<file path="src/sv/a2b_pkg.sv">
// Shared types and constants for the length-prefixed to start-code converter.
package a2b_pkg;

  // Fixed widths of the item fields
  localparam int unsigned ByteW   = 8;
  localparam int unsigned LenW    = 32;
  localparam int unsigned RoleW   = 2;
  localparam int unsigned KindW   = 2;

  // Default for the parsed part of buffer_length
  localparam int unsigned BufferLengthBitsDefault = 32;

  // Unit length header size in bytes
  localparam int unsigned HdrBytes = 4;

  // NAL unit type field and the parameter set types
  localparam logic [ByteW-1:0] NalTypeMask = 8'h1F;
  localparam logic [ByteW-1:0] NalTypeSps  = 8'd7;
  localparam logic [ByteW-1:0] NalTypePps  = 8'd8;

  // Byte role codes
  localparam logic [RoleW-1:0] RoleRemainder = 2'd0;
  localparam logic [RoleW-1:0] RoleStartCode = 2'd1;
  localparam logic [RoleW-1:0] RolePayload   = 2'd2;

  // Unit kind codes
  localparam logic [KindW-1:0] KindOther = 2'd0;
  localparam logic [KindW-1:0] KindSps   = 2'd1;
  localparam logic [KindW-1:0] KindPps   = 2'd2;

  // Start code bytes: 00 00 00 01
  localparam logic [ByteW-1:0] ScZero = 8'h00;
  localparam logic [ByteW-1:0] ScOne  = 8'h01;

  // Parse phase, one-hot
  typedef enum logic [3:0] {
    PH_HEADER  = 4'b0001,
    PH_FIRST   = 4'b0010,
    PH_PAYLOAD = 4'b0100,
    PH_REST    = 4'b1000
  } phase_e;

  // One result item
  typedef struct packed {
    logic [ByteW-1:0] out_byte;
    logic [RoleW-1:0] byte_role;
    logic [KindW-1:0] unit_kind;
    logic             unit_first;
    logic             unit_last;
    logic             buffer_last;
  } out_item_t;

  // Map the first payload byte to a unit kind
  function automatic logic [KindW-1:0] kind_of(input logic [ByteW-1:0] b);
    logic [ByteW-1:0] t;
    t = b & NalTypeMask;
    if (t == NalTypeSps) begin
      return KindSps;
    end else if (t == NalTypePps) begin
      return KindPps;
    end
    return KindOther;
  endfunction

endpackage

</file>
<file path="src/sv/a2b_in_if.sv">
// Input channel: one byte of a length-prefixed buffer per transaction.
interface a2b_in_if;
  logic                        valid;
  logic                        ready;
  logic [a2b_pkg::ByteW-1:0]   data_byte;
  logic                        buffer_start;
  logic [a2b_pkg::LenW-1:0]    buffer_length;

  modport source (output valid, output data_byte, output buffer_start,
                  output buffer_length, input ready);
  modport sink   (input valid, input data_byte, input buffer_start,
                  input buffer_length, output ready);
endinterface

</file>
<file path="src/sv/a2b_out_if.sv">
// Output channel: one converted byte with its tags per transaction.
interface a2b_out_if;
  logic                        valid;
  logic                        ready;
  logic [a2b_pkg::ByteW-1:0]   out_byte;
  logic [a2b_pkg::RoleW-1:0]   byte_role;
  logic [a2b_pkg::KindW-1:0]   unit_kind;
  logic                        unit_first;
  logic                        unit_last;
  logic                        buffer_last;

  modport source (output valid, output out_byte, output byte_role, output unit_kind,
                  output unit_first, output unit_last, output buffer_last, input ready);
  modport sink   (input valid, input out_byte, input byte_role, input unit_kind,
                  input unit_first, input unit_last, input buffer_last, output ready);
endinterface

</file>
<file path="src/sv/avcc_to_annexb_converter.sv">
// Top level: converts length-prefixed H.264 bytes to start-code framing.
// Each result is captured in the output register when its input transaction is accepted.
// Throughput: one byte per cycle while the output accepts; the parse state updates in the accepting cycle.
// The output register frees in the same cycle it is taken, so input stalls only on out stall.
// Reset: asynchronous, clears parse state to header phase with no active buffer.
module avcc_to_annexb_converter #(
  parameter int unsigned BUFFER_LENGTH_BITS = a2b_pkg::BufferLengthBitsDefault
) (
  input  logic        clk_i,
  input  logic        rst_ni,
  a2b_in_if.sink      in_i,
  a2b_out_if.source   out_o
);

  localparam int unsigned BlW = BUFFER_LENGTH_BITS;

  // Parse state
  a2b_pkg::phase_e           phase_q, phase_d;
  logic [1:0]                hdr_idx_q, hdr_idx_d;
  logic [a2b_pkg::LenW-1:0]  len_acc_q, len_acc_d;
  logic [BlW-1:0]            payload_left_q, payload_left_d;
  logic [BlW-1:0]            buffer_left_q, buffer_left_d;
  logic [a2b_pkg::KindW-1:0] kind_q, kind_d;

  // Output register
  logic                      out_valid_q;
  a2b_pkg::out_item_t        out_item_q, out_item_d;

  logic                      in_fire;
  logic                      out_fire;

  // Working copies after a buffer start is applied
  a2b_pkg::phase_e           ph_s;
  logic [1:0]                idx_s;
  logic [a2b_pkg::LenW-1:0]  acc_s;
  logic [BlW-1:0]            pl_s;
  logic [BlW-1:0]            bl_s;
  logic [a2b_pkg::KindW-1:0] kind_s;
  logic [BlW-1:0]            rem;
  logic [a2b_pkg::LenW-1:0]  acc_new;

  assign out_fire = out_valid_q & out_o.ready;
  assign in_i.ready = ~out_valid_q | out_o.ready;
  assign in_fire  = in_i.valid & in_i.ready;

  // Compute the next parse state and the result for the offered byte
  always_comb begin
    if (in_i.buffer_start) begin
      ph_s   = a2b_pkg::PH_HEADER;
      idx_s  = 2'd0;
      acc_s  = '0;
      pl_s   = '0;
      bl_s   = in_i.buffer_length[BlW-1:0];
      kind_s = a2b_pkg::KindOther;
    end else begin
      ph_s   = phase_q;
      idx_s  = hdr_idx_q;
      acc_s  = len_acc_q;
      pl_s   = payload_left_q;
      bl_s   = buffer_left_q;
      kind_s = kind_q;
    end

    rem     = bl_s - BlW'(1);
    acc_new = {acc_s[a2b_pkg::LenW-a2b_pkg::ByteW-1:0], in_i.data_byte};

    phase_d        = ph_s;
    hdr_idx_d      = idx_s;
    len_acc_d      = acc_s;
    payload_left_d = pl_s;
    buffer_left_d  = bl_s;
    kind_d         = kind_s;

    out_item_d             = '0;
    out_item_d.out_byte    = in_i.data_byte;
    out_item_d.byte_role   = a2b_pkg::RoleRemainder;
    out_item_d.unit_kind   = a2b_pkg::KindOther;

    if (bl_s != '0) begin
      out_item_d.buffer_last = (bl_s == BlW'(1));
      // Drop to pass-through when a header cannot fit
      if (ph_s == a2b_pkg::PH_HEADER && idx_s == 2'd0 && bl_s < BlW'(a2b_pkg::HdrBytes)) begin
        phase_d = a2b_pkg::PH_REST;
      end

      case (phase_d)
        a2b_pkg::PH_HEADER: begin
          out_item_d.byte_role = a2b_pkg::RoleStartCode;
          out_item_d.out_byte  = (idx_s == 2'd3) ? a2b_pkg::ScOne : a2b_pkg::ScZero;
          if (idx_s == 2'd3) begin
            hdr_idx_d = 2'd0;
            len_acc_d = '0;
            if (acc_new == '0) begin
              phase_d = a2b_pkg::PH_HEADER;
            end else if (a2b_pkg::LenW'(rem) < acc_new) begin
              phase_d = a2b_pkg::PH_REST;
            end else begin
              payload_left_d = acc_new[BlW-1:0];
              phase_d        = a2b_pkg::PH_FIRST;
            end
          end else begin
            hdr_idx_d = idx_s + 2'd1;
            len_acc_d = acc_new;
          end
        end
        a2b_pkg::PH_FIRST, a2b_pkg::PH_PAYLOAD: begin
          out_item_d.byte_role = a2b_pkg::RolePayload;
          if (phase_d == a2b_pkg::PH_FIRST) begin
            kind_d                = a2b_pkg::kind_of(in_i.data_byte);
            out_item_d.unit_first = 1'b1;
          end
          out_item_d.unit_kind = kind_d;
          if (pl_s <= BlW'(1)) begin
            out_item_d.unit_last = 1'b1;
            payload_left_d       = '0;
            phase_d              = a2b_pkg::PH_HEADER;
            hdr_idx_d            = 2'd0;
          end else begin
            payload_left_d = pl_s - BlW'(1);
            phase_d        = a2b_pkg::PH_PAYLOAD;
          end
        end
        default: begin
          out_item_d.byte_role = a2b_pkg::RoleRemainder;
        end
      endcase
      buffer_left_d = rem;
    end
  end

  // Advance parse state on each input transaction
  always_ff @(posedge clk_i or negedge rst_ni) begin
    if (!rst_ni) begin
      phase_q        <= a2b_pkg::PH_HEADER;
      hdr_idx_q      <= 2'd0;
      len_acc_q      <= '0;
      payload_left_q <= '0;
      buffer_left_q  <= '0;
      kind_q         <= a2b_pkg::KindOther;
    end else if (in_fire) begin
      phase_q        <= phase_d;
      hdr_idx_q      <= hdr_idx_d;
      len_acc_q      <= len_acc_d;
      payload_left_q <= payload_left_d;
      buffer_left_q  <= buffer_left_d;
      kind_q         <= kind_d;
    end
  end

  // Hold the result until the output transaction completes
  always_ff @(posedge clk_i or negedge rst_ni) begin
    if (!rst_ni) begin
      out_valid_q <= 1'b0;
    end else if (in_fire) begin
      out_valid_q <= 1'b1;
    end else if (out_fire) begin
      out_valid_q <= 1'b0;
    end
  end

  always_ff @(posedge clk_i) begin
    if (in_fire) begin
      out_item_q <= out_item_d;
    end
  end

  assign out_o.valid       = out_valid_q;
  assign out_o.out_byte    = out_item_q.out_byte;
  assign out_o.byte_role   = out_item_q.byte_role;
  assign out_o.unit_kind   = out_item_q.unit_kind;
  assign out_o.unit_first  = out_item_q.unit_first;
  assign out_o.unit_last   = out_item_q.unit_last;
  assign out_o.buffer_last = out_item_q.buffer_last;

  // A unit awaiting its first payload byte always has a nonzero length
  a_first_has_len : assert property (@(posedge clk_i) disable iff (!rst_ni)
    (phase_q == a2b_pkg::PH_FIRST) |-> (payload_left_q != '0))
    else $error("first payload phase with zero unit length");

  // A header in progress always has bytes left in the buffer
  a_hdr_in_buffer : assert property (@(posedge clk_i) disable iff (!rst_ni)
    (hdr_idx_q != 2'd0) |-> (phase_q == a2b_pkg::PH_HEADER && buffer_left_q != '0))
    else $error("header index set outside an active header");

  // Each byte inside an active buffer consumes exactly one count
  a_count_down : assert property (@(posedge clk_i) disable iff (!rst_ni)
    (in_fire && !in_i.buffer_start && buffer_left_q != '0)
      |=> (buffer_left_q == $past(buffer_left_q) - BlW'(1)))
    else $error("buffer byte count did not step down by one");

  // A first-byte tag is set only on a payload result
  a_first_tag : assert property (@(posedge clk_i) disable iff (!rst_ni)
    (in_fire && out_item_d.unit_first) |-> (out_item_d.byte_role == a2b_pkg::RolePayload))
    else $error("first-byte tag on a non-payload byte");

endmodule

</file>
<file path="src/flat_wrapper.sv">
// flat-port wrapper written by rule: the top's interface ports become plain ports
module avcc_to_annexb_converter_flat 
#(
  parameter int unsigned BUFFER_LENGTH_BITS = a2b_pkg::BufferLengthBitsDefault
)
  (clk_i, rst_ni, in_i_valid, in_i_data_byte, in_i_buffer_start, in_i_buffer_length, in_i_ready, out_o_valid, out_o_out_byte, out_o_byte_role, out_o_unit_kind, out_o_unit_first, out_o_unit_last, out_o_buffer_last, out_o_ready);
  a2b_in_if in_i_i ();
  a2b_out_if out_o_i ();
  input  logic clk_i;
  input  logic rst_ni;
  input wire logic [$bits(in_i_i.valid)-1:0] in_i_valid;
  input wire logic [$bits(in_i_i.data_byte)-1:0] in_i_data_byte;
  input wire logic [$bits(in_i_i.buffer_start)-1:0] in_i_buffer_start;
  input wire logic [$bits(in_i_i.buffer_length)-1:0] in_i_buffer_length;
  output wire logic [$bits(in_i_i.ready)-1:0] in_i_ready;
  output wire logic [$bits(out_o_i.valid)-1:0] out_o_valid;
  output wire logic [$bits(out_o_i.out_byte)-1:0] out_o_out_byte;
  output wire logic [$bits(out_o_i.byte_role)-1:0] out_o_byte_role;
  output wire logic [$bits(out_o_i.unit_kind)-1:0] out_o_unit_kind;
  output wire logic [$bits(out_o_i.unit_first)-1:0] out_o_unit_first;
  output wire logic [$bits(out_o_i.unit_last)-1:0] out_o_unit_last;
  output wire logic [$bits(out_o_i.buffer_last)-1:0] out_o_buffer_last;
  input wire logic [$bits(out_o_i.ready)-1:0] out_o_ready;
  assign in_i_i.valid = in_i_valid;
  assign in_i_i.data_byte = in_i_data_byte;
  assign in_i_i.buffer_start = in_i_buffer_start;
  assign in_i_i.buffer_length = in_i_buffer_length;
  assign in_i_ready = in_i_i.ready;
  assign out_o_valid = out_o_i.valid;
  assign out_o_out_byte = out_o_i.out_byte;
  assign out_o_byte_role = out_o_i.byte_role;
  assign out_o_unit_kind = out_o_i.unit_kind;
  assign out_o_unit_first = out_o_i.unit_first;
  assign out_o_unit_last = out_o_i.unit_last;
  assign out_o_buffer_last = out_o_i.buffer_last;
  assign out_o_i.ready = out_o_ready;
  avcc_to_annexb_converter #(.BUFFER_LENGTH_BITS(BUFFER_LENGTH_BITS)) u_core (.clk_i(clk_i), .rst_ni(rst_ni), .in_i(in_i_i), .out_o(out_o_i));
endmodule
</file>
<file path="config.mk">
export PLATFORM = sky130hd
export DESIGN_NAME = avcc_to_annexb_converter_flat
export DESIGN_NICKNAME = d
export VERILOG_FILES = /design/src/sv/a2b_pkg.sv /design/src/sv/a2b_in_if.sv /design/src/sv/a2b_out_if.sv /design/src/sv/avcc_to_annexb_converter.sv /design/src/flat_wrapper.sv
export SDC_FILE = /design/constraint.sdc
export NUM_CORES = 1
export LEC_CHECK = 0
export BUFFER_PORTS_ARGS = -buffer_cell sky130_fd_sc_hd__buf_2
export CORE_MARGIN = 4
export CORE_UTILIZATION = 45
export CTS_CLUSTER_SIZE = 14
export DETAILED_ROUTE_END_ITERATION = 12
export PLACE_DENSITY = 0.6
export SYNTH_ARGS = -nofsm -noshare
export SYNTH_HDL_FRONTEND = slang
export SYNTH_SLANG_ARGS = --single-unit
</file>
<file path="constraint.sdc">
create_clock -name clk_i -period 6.9 [get_ports clk_i]
set_clock_uncertainty 0.2 [all_clocks]
set_input_delay 1.035 -clock clk_i [delete_from_list [all_inputs] [get_ports clk_i]]
set_output_delay 1.035 -clock clk_i [all_outputs]
set_load 0.1 [all_outputs]
</file>
==> qor.log <==
qor: die.placement_rows 49
qor: die.coreArea 18000 µm²
qor: global_route.grt_pass1_wl 41300 µm
qor: timing.timing.setup.tns 0 ns
qor: logic_synthesis.synth_async_sr_flop_share 86.6%
qor: route.dr.pass1.iters 5
qor: critical_path.timing_worst_setup_path_type primary input to flip-flop
qor: die.floorplan.initialDensity 45.9%
qor: status.run_status complete, no violations
qor: cts.tritoncts yes
qor: timing.hold_viol_final 0
qor: min_path.class_of_the_most_critical_hold_timing_path flip-flop to flip-flop
qor: cells_and_area.drive_above_1_share 13.1%
qor: timing.headroom_to_the_max_slew_limit 12.2%
qor: cts.numClockSinks 112
qor: critical_path.critical_path.slowest_cell sky130_fd_sc_hd__mux2i_1
qor: logic_synthesis.share_of_synthesized_area_spent_on_multiplexers 5.42%
qor: critical_path.crit_path_start in_i_buffer_start
qor: critical_path.path_max_fanout 41
qor: cts.ctsResizeCount 0
qor: timing.period_needed 5.79 ns
qor: critical_path.worst_setup_path_endpoint u_core.payload_left_q[28]$_DFFE_PN0P_
qor: logic_synthesis.post_synth_instance_area 8250 µm²
qor: route.route.antenna.remaining_nets 0
qor: logic_synthesis.yosys.area_share.simple 21.5%
qor: critical_path.timing.critical_path.to_type flip-flop
qor: logic_synthesis.synthesis.yosys.warnings 0
qor: critical_path.critical_path_stages 17
qor: power.power.leakage 3.77 nW
qor: cts.hold_buffers 0
qor: global_route.grt_max_degree 69
qor: route.remaining_drc_errors 0
qor: power.power_per_cell_area 262 nW/µm²
qor: min_path.worstHoldPathCells 2
qor: critical_path.critical_path.n_buffers_inverters 3
qor: cells_and_area.finalInstanceArea 9000 µm²
qor: global_route.grt_pass1_vias 7260
qor: cells_and_area.area.growth.synth_to_final 9.14%
qor: placement.dpl_cell_area 8700 µm²
qor: logic_synthesis.netlist-cell-type-count 81
qor: critical_path.timing.critical_path.from_type primary input
qor: cts.clock_transition_at_the_registers_of_the_reported_paths 0.08 ns
qor: placement.place.detailed.hpwl 18400 µm
qor: global_route.overflow 0
qor: timing.slew_viol_final 0
qor: placement.place_congestion 0.909
qor: logic_synthesis.yosys.area_share.xor_xnor 4.78%
qor: route.routed-via-count 7599
qor: global_route.track_usage 25.7%
qor: logic_synthesis.synth.net_count 1015
qor: logic_synthesis.synth-compound-area-share 22.9%
qor: cts.htree_levels 3
qor: timing.setup_viol 0
qor: route.initialDrtViolationCount 658
qor: power.power.ir.vdd_worst 0.000164 V
qor: logic_synthesis.yosys.area_share.adder 5.77%
qor: job.max_cap_violations 0
qor: logic_synthesis.dominant_combinational_cell_family_by_area_after_synthesis compound AO/OA/AOI/OAI gates
qor: timing.clock.fmax 173 MHz
qor: critical_path.path_cells buf_4 > mux2i_1 > nand2_1 > or3_1 > buf_4 > or4_1 > xor2_1 > mux2i_1 > ha_1 > a21oi_1 > nor2_1 > a211oi_1 > a31oi_1 > a31oi_2 > buf_4 > mux2_2 > a221o_1
qor: critical_path.critical_path.top_delay_family simple AND/OR/NAND/NOR gates
qor: critical_path.reg2regPathDepth 15
qor: logic_synthesis.synth-main-ff-cell sky130_fd_sc_hd__dfrtp_1
qor: global_route.grt_antenna_before_repair 0
qor: placement.detailedPlace.worstSlack 0.776 ns
qor: die.chipHeight 143 µm
qor: route.wirelength 25700 µm
qor: timing.finalWorstSetupSlack 1.11 ns
qor: cells_and_area.ant_diodes 0
qor: logic_synthesis.synthesis.instances 932
qor: logic_synthesis.yosys_register_bits 112
qor: die.design.die.area 20600 µm²
qor: timing.finalCritPeriodShare 83.8%
qor: critical_path.worst-r2r-setup-slack 1.81 ns
qor: die.pin_count 62
qor: route.detail_route.vias_per_cell 6.34
qor: placement.port_buffers 61
qor: critical_path.critical_path.reg2reg.startpoint u_core.buffer_left_q[13]$_DFFE_PN0P_
qor: logic_synthesis.synth.avg_cell_area 8.85 µm²
qor: critical_path.cp_data_arrival_time 5.83 ns
qor: cts.ctsLongestPathBuffers 2
qor: critical_path.crit_top_cell sky130_fd_sc_hd__buf_4
qor: logic_synthesis.post_synthesis_sequential_area_ratio 34.9%
qor: critical_path.cp_slowest_stage_delay 0.54 ns
qor: cts.tritoncts_buffers 9
qor: timing.grt_setup_unrepaired false
qor: die.floorplan.die.width 143 µm
qor: cts.clock_latency 0.37 ns
qor: logic_synthesis.synth_enable_flop_cells 15
qor: cts.clk_root_buffer_cell sky130_fd_sc_hd__clkbuf_16
qor: critical_path.r2r-end u_core.payload_left_q[28]$_DFFE_PN0P_
qor: cells_and_area.fin_nets 1048
qor: route.route.detailed.wl_per_inst 21.4 µm
qor: timing.worst_pin_slew 1.31 ns
qor: cts.cts_setup_buffers 0
qor: critical_path.crit_required 6.95 ns
==> cells in the mapped netlist (all sizes together) (14+ instances only) <==
cell	n	share of area, %
a21oi	45	2.7
a221o	18	2.2
a22o	37	3.9
buf	22	1.7
clkbuf	32	1.5
dfrtp	96	29
edfxtp	15	5.5
ha	38	5.8
inv	33	1.5
mux2i	39	4.7
nand2	113	5.2
nand3	18	1.3
nor2	60	2.8
nor2b	14	1.1
nor3	47	3.0
nor4	28	2.2
o21ai	55	3.5
xnor2	32	3.4
==> state kept, by name, summed over array words and instances, names as in the netlist <==
signal and flops:
u_core.buffer_left_q 32, u_core.payload_left_q 32, u_core.len_acc_q 24, u_core.out_o.out_byte 8
u_core.phase_q 4, u_core.hdr_idx_q 2, u_core.kind_q 2, u_core.out_o.byte_role 2
u_core.out_o.unit_kind 2, u_core.out_o.buffer_last 1, u_core.out_o.unit_first 1, u_core.out_o.unit_last 1
u_core.out_o.valid 1
==> power by group <==
part / total, W / switching [W] / internal, W / leakage (nW)
sequential: 0.000911 / 0.000139 / 0.000772 / 1.41
combinational: 0.000904 / 0.000570 / 0.000334 / 2.21
clock: 0.000542 / 0.000284 / 0.000258 / 0.146
==> per-layer routing <==
layer	vias to the layer above	share of wire, %	track usage (%)
met2	326	45	39.4
li1	3561	-	-
met5	-	0	0
met4	0	2.4	8.08
met1	3664	46	37.4
met3	48	6.6	3.89
==> layout by cell type (no fill, tap or decap), types with 6 or more instances in the layout <==
master,instances
sky130_fd_sc_hd__a211oi_1,8
sky130_fd_sc_hd__a21oi_1,45
sky130_fd_sc_hd__a221o_1,18
sky130_fd_sc_hd__a22o_1,36
sky130_fd_sc_hd__a22oi_1,9
sky130_fd_sc_hd__a31oi_1,7
sky130_fd_sc_hd__and2_1,6
sky130_fd_sc_hd__and3_1,6
sky130_fd_sc_hd__buf_2,59
sky130_fd_sc_hd__buf_4,17
sky130_fd_sc_hd__clkbuf_16,9
sky130_fd_sc_hd__dfrtp_1,96
sky130_fd_sc_hd__edfxtp_1,15
sky130_fd_sc_hd__ha_1,38
sky130_fd_sc_hd__inv_1,30
sky130_fd_sc_hd__mux2i_1,39
sky130_fd_sc_hd__nand2_1,111
sky130_fd_sc_hd__nand2b_1,6
sky130_fd_sc_hd__nand3_1,16
sky130_fd_sc_hd__nand4_1,9
sky130_fd_sc_hd__nor2_1,59
sky130_fd_sc_hd__nor2b_1,14
sky130_fd_sc_hd__nor3_1,44
sky130_fd_sc_hd__nor3b_1,8
sky130_fd_sc_hd__nor4_1,27
sky130_fd_sc_hd__o211ai_1,9
sky130_fd_sc_hd__o21ai_0,53
sky130_fd_sc_hd__o221ai_1,8
sky130_fd_sc_hd__o22ai_1,6
sky130_fd_sc_hd__or3_1,13
sky130_fd_sc_hd__xnor2_1,32
sky130_fd_sc_hd__xor2_1,13
==> kinds of logic after synthesis <==
| group | after synthesis |
|---|---|
| compound gates | 257 |
| buf+inv | 87 |
| mux | 44 |
| fa+ha+maj | 38 |
| xor+xnor | 45 |
| flops | 112 |
| simple gates | 349 |
==> per-stage QoR <==
step	total power [W]	util, %	instances	hold WS (ns)
floorplan	0.00155	-	932	0.249
global placement	0.00181	48.5	1183	0.268
detailed placement	0.00181	48.5	1183	0.273
CTS	0.00236	50.1	1199	0.292
global route	0.00251	50.1	1199	0.315
finish	0.00236	50.1	1199	0.286
==> how the worst min path moves through the flow <==
stage | from | endpoint | slack, ns
after floorplan | u_core.buffer_left_q[0]$_DFFE_PN0P_ | u_core.buffer_left_q[0]$_DFFE_PN0P_ | 0.25
after global placement | u_core.buffer_left_q[0]$_DFFE_PN0P_ | u_core.buffer_left_q[0]$_DFFE_PN0P_ | 0.27
after detailed placement | u_core.buffer_left_q[0]$_DFFE_PN0P_ | u_core.buffer_left_q[0]$_DFFE_PN0P_ | 0.27
after CTS | u_core.buffer_left_q[0]$_DFFE_PN0P_ | u_core.buffer_left_q[0]$_DFFE_PN0P_ | 0.29
after global routing | u_core.hdr_idx_q[1]$_DFFE_PN0P_ | u_core.hdr_idx_q[1]$_DFFE_PN0P_ | 0.31
final | u_core.buffer_left_q[0]$_DFFE_PN0P_ | u_core.buffer_left_q[0]$_DFFE_PN0P_ | 0.29
==> cell type report <==
class | count | area [µm²]
clock buffer | 9 | 225
multi-input combinational | 733 | 4990
timing repair buffer | 76 | 423
tap | 229 | 287
inverter | 33 | 126
clock inverter | 7 | 68.8
sequential | 112 | 2880
fill | 1785 | 8960
==> worst min-delay path, cell delays in order (launching register included) <==
cell	delay, ns
sky130_fd_sc_hd__dfrtp_1	0.34
sky130_fd_sc_hd__nand2_1	0.04
sky130_fd_sc_hd__o21ai_0	0.06
No activity file was read; power rests on OpenSTA's default activity.
